**config.mk**
```make
export PLATFORM = sky130hd
export DESIGN_NAME = stx_len_etx_xor_frame_echo
export DESIGN_NICKNAME = d
export VERILOG_FILES = /design/src/hdl/stxecho_pkg.sv /design/src/hdl/stxecho_front.sv /design/src/hdl/stxecho_queue.sv /design/src/hdl/stxecho_back.sv /design/src/hdl/stx_len_etx_xor_frame_echo.sv
export SDC_FILE = /design/constraint.sdc
export NUM_CORES = 1
export LEC_CHECK = 0
export ABC_CLOCK_PERIOD_IN_PS = 4100
export BUFFER_PORTS_ARGS = -buffer_cell sky130_fd_sc_hd__clkbuf_2
export CORE_MARGIN = 2
export CORE_UTILIZATION = 39
export DETAILED_ROUTE_END_ITERATION = 10
export GPL_TIMING_DRIVEN = 0
export SLEW_MARGIN = 0
export SYNTH_ARGS = -nofsm -noshare
export SYNTH_HDL_FRONTEND = slang
export SYNTH_SLANG_ARGS = --single-unit
```
**constraint.sdc**
```tcl
create_clock -name clk -period 4.1 [get_ports clk]
set_clock_uncertainty 0.2 [all_clocks]
set_input_delay 0.205 -clock clk [delete_from_list [all_inputs] [get_ports clk]]
set_output_delay 0.205 -clock clk [all_outputs]
set_load 0.05 [all_outputs]
```
**src/hdl/stxecho_pkg.sv**
```systemverilog
// Shared types and constants for the STX/LEN/ETX frame echo block.
// No dependencies.
package stxecho_pkg;

  localparam int LenW = 6;
  localparam int ByteW = 8;
  localparam int MaxPayloadDefault = 60;
  localparam int QueueDepth = 2;

  localparam logic [ByteW-1:0] StxByte = 8'h02;
  localparam logic [ByteW-1:0] EtxByte = 8'h03;

  typedef struct packed {
    logic [LenW-1:0]  len;
    logic [ByteW-1:0] chk;
    logic             sel;
  } frame_cmd_t;

  typedef struct packed {
    logic             en;
    logic             sel;
    logic [LenW-1:0]  idx;
    logic [ByteW-1:0] data;
  } pay_wr_t;

endpackage

```
**src/hdl/stxecho_front.sv**
```systemverilog
// Frame parser: hunts for STX, checks length, ETX and XOR check byte.
// Writes payload bytes to the back end's buffer; uses stxecho_pkg.
module stxecho_front #(
  parameter int MAX_PAYLOAD = stxecho_pkg::MaxPayloadDefault
) (
  input  logic                    clk,
  input  logic                    rst,
  input  logic                    in_valid,
  output logic                    in_stall,
  input  logic [7:0]              rx_byte,
  input  logic                    q_full,
  output logic                    push,
  output stxecho_pkg::frame_cmd_t cmd,
  output stxecho_pkg::pay_wr_t    wr
);
  import stxecho_pkg::*;

  localparam logic [2:0] PH_HUNT    = 3'd0;
  localparam logic [2:0] PH_LENGTH  = 3'd1;
  localparam logic [2:0] PH_PAYLOAD = 3'd2;
  localparam logic [2:0] PH_END     = 3'd3;
  localparam logic [2:0] PH_CHECK   = 3'd4;

  logic [2:0]       phase;
  logic [LenW-1:0]  exp_len;
  logic [LenW-1:0]  idx;
  logic [LenW-1:0]  idx_next;
  logic [ByteW-1:0] run_xor;
  logic             wr_sel;
  logic             accept;

  assign in_stall = q_full;
  assign accept   = in_valid && !in_stall;
  assign idx_next = idx + LenW'(1);

  assign push     = accept && (phase == PH_CHECK) && (rx_byte == run_xor);
  assign cmd.len  = exp_len;
  assign cmd.chk  = run_xor;
  assign cmd.sel  = wr_sel;

  assign wr.en    = accept && (phase == PH_PAYLOAD);
  assign wr.sel   = wr_sel;
  assign wr.idx   = idx;
  assign wr.data  = rx_byte;

  always_ff @(posedge clk) begin
    if (rst) begin
      phase   <= PH_HUNT;
      exp_len <= '0;
      idx     <= '0;
      run_xor <= '0;
      wr_sel  <= 1'b0;
    end else if (accept) begin
      case (phase)
        PH_HUNT: begin
          if (rx_byte == StxByte) begin
            phase   <= PH_LENGTH;
            run_xor <= rx_byte;
            idx     <= '0;
          end
        end
        PH_LENGTH: begin
          run_xor <= run_xor ^ rx_byte;
          if (rx_byte > ByteW'(MAX_PAYLOAD)) begin
            phase <= PH_HUNT;
          end else begin
            exp_len <= rx_byte[LenW-1:0];
            idx     <= '0;
            phase   <= (rx_byte == '0) ? PH_END : PH_PAYLOAD;
          end
        end
        PH_PAYLOAD: begin
          run_xor <= run_xor ^ rx_byte;
          idx     <= idx_next;
          if (idx_next >= exp_len) begin
            phase <= PH_END;
          end
        end
        PH_END: begin
          if (rx_byte == EtxByte) begin
            run_xor <= run_xor ^ rx_byte;
            phase   <= PH_CHECK;
          end else begin
            phase <= PH_HUNT;
          end
        end
        PH_CHECK: begin
          if (push) begin
            wr_sel <= !wr_sel;
          end
          phase <= PH_HUNT;
        end
        default: begin
          phase <= PH_HUNT;
        end
      endcase
    end
  end

endmodule

```
**src/hdl/stxecho_queue.sv**
```systemverilog
// Two-entry queue of validated frame requests between parser and emitter.
// Uses stxecho_pkg.
module stxecho_queue (
  input  logic                    clk,
  input  logic                    rst,
  input  logic                    push,
  input  stxecho_pkg::frame_cmd_t push_cmd,
  input  logic                    pop,
  output stxecho_pkg::frame_cmd_t head,
  output logic                    empty,
  output logic                    full
);
  import stxecho_pkg::*;

  localparam int PtrW = $clog2(QueueDepth);
  localparam int CntW = $clog2(QueueDepth + 1);

  frame_cmd_t      entries [QueueDepth];
  logic [PtrW-1:0] wr_ptr;
  logic [PtrW-1:0] rd_ptr;
  logic [CntW-1:0] count;

  assign head  = entries[rd_ptr];
  assign empty = (count == '0);
  assign full  = (count == CntW'(QueueDepth));

  always_ff @(posedge clk) begin
    if (push) begin
      entries[wr_ptr] <= push_cmd;
    end
  end

  always_ff @(posedge clk) begin
    if (rst) begin
      wr_ptr <= '0;
      rd_ptr <= '0;
      count  <= '0;
    end else begin
      if (push) begin
        wr_ptr <= wr_ptr + PtrW'(1);
      end
      if (pop) begin
        rd_ptr <= rd_ptr + PtrW'(1);
      end
      if (push && !pop) begin
        count <= count + CntW'(1);
      end else if (pop && !push) begin
        count <= count - CntW'(1);
      end
    end
  end

endmodule

```
**src/hdl/stxecho_back.sv**
```systemverilog
// Response emitter with the two-bank payload buffer and output register.
// Uses stxecho_pkg.
module stxecho_back #(
  parameter int MAX_PAYLOAD = stxecho_pkg::MaxPayloadDefault
) (
  input  logic                    clk,
  input  logic                    rst,
  input  stxecho_pkg::pay_wr_t    wr,
  input  stxecho_pkg::frame_cmd_t head,
  input  logic                    empty,
  output logic                    pop,
  output logic                    out_valid,
  input  logic                    out_stall,
  output logic [7:0]              tx_byte,
  output logic                    frame_last
);
  import stxecho_pkg::*;

  localparam int BufDepth = 2 * MAX_PAYLOAD;
  localparam int AddrW = $clog2(BufDepth);

  localparam logic [2:0] S_IDLE = 3'd0;
  localparam logic [2:0] S_STX  = 3'd1;
  localparam logic [2:0] S_LEN  = 3'd2;
  localparam logic [2:0] S_RD   = 3'd3;
  localparam logic [2:0] S_PAY  = 3'd4;
  localparam logic [2:0] S_ETX  = 3'd5;
  localparam logic [2:0] S_CHK  = 3'd6;

  logic [ByteW-1:0] mem [BufDepth];
  logic [ByteW-1:0] rdata;
  logic [AddrW-1:0] waddr;
  logic [AddrW-1:0] raddr;
  logic [2:0]       state;
  logic [LenW-1:0]  idx;
  logic [LenW-1:0]  idx_next;
  logic             load;
  logic             emit;

  assign waddr = wr.sel ? AddrW'(wr.idx) + AddrW'(MAX_PAYLOAD) : AddrW'(wr.idx);
  assign raddr = head.sel ? AddrW'(idx) + AddrW'(MAX_PAYLOAD) : AddrW'(idx);

  assign load     = !out_valid || !out_stall;
  assign emit     = load && (state inside {S_STX, S_LEN, S_PAY, S_ETX, S_CHK});
  assign idx_next = idx + LenW'(1);
  assign pop      = (state == S_CHK) && load;

  always_ff @(posedge clk) begin
    if (wr.en) begin
      mem[waddr] <= wr.data;
    end
    if (state == S_RD) begin
      rdata <= mem[raddr];
    end
  end

  always_ff @(posedge clk) begin
    if (rst) begin
      state     <= S_IDLE;
      idx       <= '0;
      out_valid <= 1'b0;
    end else begin
      if (load) begin
        out_valid <= emit;
      end
      case (state)
        S_IDLE: begin
          if (!empty) begin
            state <= S_STX;
          end
        end
        S_STX: begin
          if (load) begin
            tx_byte    <= StxByte;
            frame_last <= 1'b0;
            state      <= S_LEN;
          end
        end
        S_LEN: begin
          if (load) begin
            tx_byte    <= ByteW'(head.len);
            frame_last <= 1'b0;
            idx        <= '0;
            state      <= (head.len == '0) ? S_ETX : S_RD;
          end
        end
        S_RD: begin
          state <= S_PAY;
        end
        S_PAY: begin
          if (load) begin
            tx_byte    <= rdata;
            frame_last <= 1'b0;
            idx        <= idx_next;
            state      <= (idx_next == head.len) ? S_ETX : S_RD;
          end
        end
        S_ETX: begin
          if (load) begin
            tx_byte    <= EtxByte;
            frame_last <= 1'b0;
            state      <= S_CHK;
          end
        end
        S_CHK: begin
          if (load) begin
            tx_byte    <= head.chk;
            frame_last <= 1'b1;
            state      <= S_IDLE;
          end
        end
        default: begin
          state <= S_IDLE;
        end
      endcase
    end
  end

endmodule

```
**src/hdl/stx_len_etx_xor_frame_echo.sv**
```systemverilog
// STX/LEN/ETX frame receiver with XOR check, echoing each valid frame.
// Input channel in_valid/in_stall/rx_byte takes one received byte per request.
// Output channel out_valid/out_stall/tx_byte/frame_last gives one response
// byte per request; frame_last marks the check byte that ends a response.
// Frames with a length above MAX_PAYLOAD, a wrong ETX or a bad check byte
// are dropped without output.
// Input: one byte per cycle while the request queue has room. in_stall rises
// only while the queue holds two validated frames, the one being echoed among
// them; the parser, the queue and the emitter each hold their own state, so
// parsing continues while a response is sent.
// Response start: the taken check byte pushes the request into the queue; the
// emitter then goes to S_STX and loads STX into the output register.
// Emitter steps: S_IDLE, S_STX, S_LEN, S_RD and S_PAY per payload byte, S_ETX,
// S_CHK; S_RD reads the buffer into rdata, and S_PAY outputs that byte.
// Reset (rst, synchronous): parser hunts for STX, queue empty, out_valid low.
// Output stall: the output register holds its byte; the emitter waits, and
// the input stalls once the queue fills.
module stx_len_etx_xor_frame_echo #(
  parameter int MAX_PAYLOAD = stxecho_pkg::MaxPayloadDefault
) (
  input  logic       clk,
  input  logic       rst,
  input  logic       in_valid,
  output logic       in_stall,
  input  logic [7:0] rx_byte,
  output logic       out_valid,
  input  logic       out_stall,
  output logic [7:0] tx_byte,
  output logic       frame_last
);
  import stxecho_pkg::*;

  frame_cmd_t push_cmd;
  frame_cmd_t head;
  pay_wr_t    wr;
  logic       push;
  logic       pop;
  logic       empty;
  logic       full;

  stxecho_front #(
    .MAX_PAYLOAD(MAX_PAYLOAD)
  ) u_front (
    .clk     (clk),
    .rst     (rst),
    .in_valid(in_valid),
    .in_stall(in_stall),
    .rx_byte (rx_byte),
    .q_full  (full),
    .push    (push),
    .cmd     (push_cmd),
    .wr      (wr)
  );

  stxecho_queue u_queue (
    .clk     (clk),
    .rst     (rst),
    .push    (push),
    .push_cmd(push_cmd),
    .pop     (pop),
    .head    (head),
    .empty   (empty),
    .full    (full)
  );

  stxecho_back #(
    .MAX_PAYLOAD(MAX_PAYLOAD)
  ) u_back (
    .clk       (clk),
    .rst       (rst),
    .wr        (wr),
    .head      (head),
    .empty     (empty),
    .pop       (pop),
    .out_valid (out_valid),
    .out_stall (out_stall),
    .tx_byte   (tx_byte),
    .frame_last(frame_last)
  );

endmodule

```
After elaboration in Yosys (flattened, before gate mapping)
Memory sizes are Yosys's and may differ from the RTL's. A register that Yosys moved wholly into a read port is not among the register bits. Index checks and enable logic that the tools add are counted.

Flip-flop bits (word level): 47. Memory bits (writable): 990. Bits of input ports: 12. Output and inout port bits: 11. Logic and storage cells: 134. Memories kept: 2.

Memories: u_back.mem (words 120, bits a word 8, rd ports 1, clocked after memory_dff 1, write ports 1, line stxecho_back.sv:30) `logic [ByteW-1:0] mem [BufDepth];`; u_queue.entries (words 2, bits a word 15, rd ports 1, clocked after memory_dff 1, write ports 1, line stxecho_queue.sv:18) `frame_cmd_t entries [QueueDepth];`.

$add $sub $neg: 8. $lt $le $gt $ge: 2. Eq/ne operators: 26. Mux-type cells: 43. Bitwise logic cells: 3. Reductions and logical operators: 37.

Operators by type and width (number): two-way mux 8 bit (7); case mux 8 bit (5 select lines) (1); two-way mux 3 bit (12); two-way mux 6 bit (4); case mux 8 bit (3 select lines) (1); case mux 3 bit (7 select lines) (1); case mux 6 bit (3 select lines) (1); == test 8 x 2 -> 1 bit (second input constant) (2); inequality test 2 x 1 -> 1 bit (second input constant) (8); adder 6 x 6 -> 7 bit (second input constant) (2); two-way mux 7 bit (2); adder 6 x 1 -> 6 bit (second input constant) (2); == test 3 x 2 -> 1 bit (second input constant) (4); == test 3 bit (second input constant) (4); case mux 3 bit (4 select lines) (1); case mux 6 bit (2 select lines) (1); AND reduction 3 bit (4); AND reduction 4 bit (3); two-way mux 1 bit (9); == test 8 bit (1); > comparator 8 x 6 -> 1 bit (second input constant) (1); logical AND 1 bit (8); zero test 8 bit (1); bitwise XOR 8 bit (1); 23 further kinds (38).

Depth between registers and ports, before layout
Depth in word-level cells: 9. Mapped depth: 12.

Modules after synthesis
A second synthesis with hierarchy kept.

Cells, all modules: 2212. Area total of the unflattened synthesis: 41940.2 um^2.

Modules (own cells, without submodules): stxecho_back (instances 1, cells each 1950, area each 39023.7 um^2, sequential area each 29538.3 um^2); stxecho_front (instances 1, cells each 193, area each 1626.6 um^2, sequential area each 480.5 um^2); stxecho_queue (instances 1, cells each 69, area each 1290.0 um^2, sequential area each 1001.0 um^2).

Least setup slack after synthesis
OpenSTA, ideal clock, no wires.

Path type: register to register. Start: reg u_front.run_xor[2]. End: mem u_queue.entries[0][0] (netlist name), enable pin. Arrival: 2.296 ns. Slack: 1.216 ns. Stages on the path, launching flop included: 6. Clock period less this slack: 2.884 ns. Cells stage by stage: dfxtp_1 -> xor2_1 -> nor4_1 -> nand4_1 -> nor4_1 -> nor2b_1.

Word-level cells in the longest chain between the ends: 4.

RTL lines: start: declaration (line stxecho_front.sv:28) `logic [ByteW-1:0] run_xor;`; start signal: assignment (line stxecho_front.sv:58) `run_xor <= rx_byte;`; start signal: assignment (line stxecho_front.sv:63) `run_xor <= run_xor ^ rx_byte;`; start signal: assignment (line stxecho_front.sv:73) `run_xor <= run_xor ^ rx_byte;`; == test 8 bit (line stxecho_front.sv:36) `assign push = accept && (phase == PH_CHECK) && (rx_byte == run_xor);`; logical AND 1 bit (line stxecho_front.sv:36); named net push (line stx_len_etx_xor_frame_echo.sv:36) `logic push;`; two-way mux 1 bit (line stxecho_queue.sv:28) `if (push) begin`; two-way mux 1 bit (not written as such) (line stxecho_queue.sv:29) `entries[wr_ptr] <= push_cmd;`; end: declaration (line stxecho_queue.sv:18).

The timed path passes the listed nets, and every way through them passes these cells.

Worst setup path in the final report
Start: reg u_front.phase[0]. End: mem u_back.mem[20][6], enable pin.

Word-level cells in the longest chain between the ends: 4.

RTL lines: start: declaration (line stxecho_front.sv:24) `logic [2:0] phase;`; start signal: assignment (line stxecho_front.sv:69) `phase <= (rx_byte == '0) ? PH_END : PH_PAYLOAD;`; == test 3 x 2 -> 1 bit (line stxecho_front.sv:41) `assign wr.en = accept && (phase == PH_PAYLOAD);`; logical AND 1 bit (line stxecho_front.sv:41); two-way mux 1 bit (line stxecho_back.sv:49) `if (wr.en) begin`; two-way mux 1 bit (not written as such) (line stxecho_back.sv:50) `mem[waddr] <= wr.data;`; end: declaration (line stxecho_back.sv:30).

No other way between the ends.

==> impl_metrics.tcl <==
set metrics [dict create \
    status "finished with violations" \
    violations "capacitance limit, slew limit, setup timing" \
    finalNetCount 2373 \
    synth_top_area_share_pct 72.6 \
    max_freq_ghz 0.237 \
    remaining_drc_errors 0 \
    crit_path_end_kind "register" \
    ys.flop_type "edfxtp_1" \
    synth-seq-cells 1046 \
    yosysMostFrequentCell "edfxtp_1" \
    finalCriticalPeriod_ns 4.22 \
    grt_pass1_vias 22000 \
    syn_inst 2201 \
    grt_max_degree 85 \
    numCtsBuffers 104 \
    hpwl_um 80500 \
    cts_max_path_buffers 3 \
    postLayoutCellArea_sq_um 47300 \
    port_buffers 22 \
    synth_nets 2226 \
    critPathArrivalTime_ns 4.31 \
    tritoncts "yes" \
    viasPerCell 5.94 \
    die_h_um 331 \
    synth_top_area_cell "edfxtp_1" \
    cts.clk_slew.worst_paths_ns 0.06 \
    drt-initial-drc-count 3414 \
    leakagePower_uw 0.0144 \
    wl_per_cell_um 31.8 \
    drive_above_1_share_pct 23.4 \
    synthTopCellsByArea "edfxtp_1 73%, mux4_2 14%, dfxtp_1 1.9%" \
    drv_slew 11 \
    p_total_uw 21100 \
    async_flop_share_pct 0 \
    p_per_area_nw_per_um2 446 \
    wl_um 121000 \
    gr-total-overflow 0 \
    area_growth_syn_to_layout_pct 13.5 \
    dpl-instance-area_sq_um 43700 \
    track_usage_pct 22.2 \
    nFillCells 8901 \
    hp-class "input port to register" \
    worst_slew_pin_slew_ns 1.57 \
    fin_ws_ns -0.118 \
    netlist_area_sq_um 41600 \
    peakVddDrop_mv 0.333 \
    postSynthAreaPerCell_sq_um 18.9 \
    ys_warn_count 0 \
    fin_setup_tns_ns -3.79 \
    synth_commonest_cells "1,007 x edfxtp_1, 253 x mux4_2, 192 x nor2_1, 189 x nand2_1, 52 x a21oi_1" \
    die-area_sq_um 109000 \
    initial_utilization_pct 39.5 \
    cts.htree.levels 3 \
    die_w_um 331 \
    vias 22700 \
    rsz0062_at_grt "true" \
    synth_cell_types 58 \
    period_share_pct 103 \
    cts_sinks 1046 \
    path_class "register to register" \
    hold_violations 0 \
    antenna_found_initial 4 \
    postRouteAntennaNets 0 \
    worstSkewPairLatency_ns 0.70 \
    ys_seq_area_share_pct 74.5 \
    fp-row-count 119 \
    grt_pass1_wl_um 169000 \
    critPathRequiredTime_ns 4.19 \
    relSlewSlack_pct -4.75 \
    critPathLaunchType "register" \
    cts-root-buf "clkbuf_16" \
    dr.pass1.iters 6 \
    max_cap_violations 1 \
    synth_edf_count 1007 \
    gp_congestion 0.932 \
    pre_cts_ws_ns -0.992 \
    coreArea_sq_um 106000 \
    path_max_fanout 10 \
    n_antenna_cell 0 \
    ios 23 \
    finalSetupViolations 95 \
]
[kinds of logic after synthesis]
group,Yosys count,synth area share (%)
multiplexers,304,15.0
AO/OA/AOI/OAI,166,2.62
AND/OR/NAND/NOR,505,5.17
buffers and inverters,133,1.63
adder cells (fa/ha/maj),13,0.391
flip-flops,1046,74.5
XOR/XNOR,34,0.760
[area by class of cell]
| class | count | area [sq um] | share of cell area [%] |
|---|---|---|---|
| clock buffers | 131 | 2740 | 5.78 |
| repair buffers | 42 | 460 | 0.974 |
| multi-input cells | 1022 | 10100 | 21.3 |
| clock inverters | 55 | 498 | 1.05 |
| flip-flops and latches | 1046 | 31000 | 65.6 |
| plain buffers | 117 | 716 | 1.51 |
| inverters | 15 | 56.3 | 0.119 |
| well taps | 1391 | 1740 | 3.68 |
[cell usage in the layout, fill, tap and decap left out, drive strengths merged, types with 39 or more instances in the layout]
cell type and n:
nand3 45, dfxtp 39, nor2 194, clkbuf 197
a21oi 52, nand2 189, edfxtp 1007, mux4 253
buf 84, mux2i 44, clkinv 45
[report_power, final]
| part | leakage [uW] | internal, uW | switching [uW] |
|---|---|---|---|
| Clock | 0.00158 | 5150 | 4010 |
| Sequential | 0.00937 | 11700 | 1.08 |
| Combinational | 0.00347 | 35.6 | 194 |
| Total | 0.0144 | 16900 | 4210 |
[critical path: stages (launching register included)]
cell and delay [ns]:
dfxtp_1 0.36, inv_1 0.14, nand2_1 0.12, or2_2 0.32, nor3_1 0.46, nand2_1 0.54, clkbuf_1 0.73, nor2_1 0.93
[worst paths after layout]
path / depth (start not counted) / startpoint / slack (ns) / endpoint
min: 1 / rx_byte[4] / 0.03 / u_back.mem[26][4]
max reg2reg: 7 / u_front.phase[0] / -0.12 / u_back.mem[20][6]
max: 7 / u_front.phase[0] / -0.12 / u_back.mem[20][6]
min reg2reg: 0 / u_front.wr_sel / 0.29 / u_queue.entries[1][0]
[sequential cells by signal (all words and copies together) (netlist names), named ones only]
signal	count
u_back.state	3
u_back.out_valid	1
u_queue.count	2
u_front.exp_len	6
u_front.idx	6
u_queue.entries	30
u_queue.rd_ptr	1
u_back.idx	6
u_back.tx_byte	8
u_front.wr_sel	1
u_queue.wr_ptr	1
u_back.mem	960
u_back.frame_last	1
u_front.phase	3
u_back.rdata	8
u_front.run_xor	8
[metal layers]
| metal | track usage (%) | vias up | part of all wire (%) |
|---|---|---|---|
| met5 | 0 | - | 0 |
| li1 | - | 9150 | - |
| met4 | 6.45 | 0 | 3.1 |
| met2 | 34.8 | 1313 | 47 |
| met3 | 5.41 | 207 | 10 |
| met1 | 30.9 | 12000 | 40 |
[repair_timing]
action                                  4_1_cts  5_1_grt
endpoints found under the hold margin        82        0
cloned                                        0        0
pin swaps                                     0        4
setup buffers                                 0        6
gates resized for setup                      49       42
hold buffers                                  6        0
endpoints found under the setup margin      111      292
[per-stage QoR]
stage / hold slack (ns) / std cells / util, %
floorplan: 0.104 / 2201 / -
global placement: 0.238 / 3614 / 41.2
detailed placement: 0.272 / 3622 / 41.4
CTS: 0.0314 / 3813 / 44.7
global route: 0.0474 / 3819 / 44.8
finish: 0.0326 / 3819 / 44.8
(Power assumes the default switching activity.)
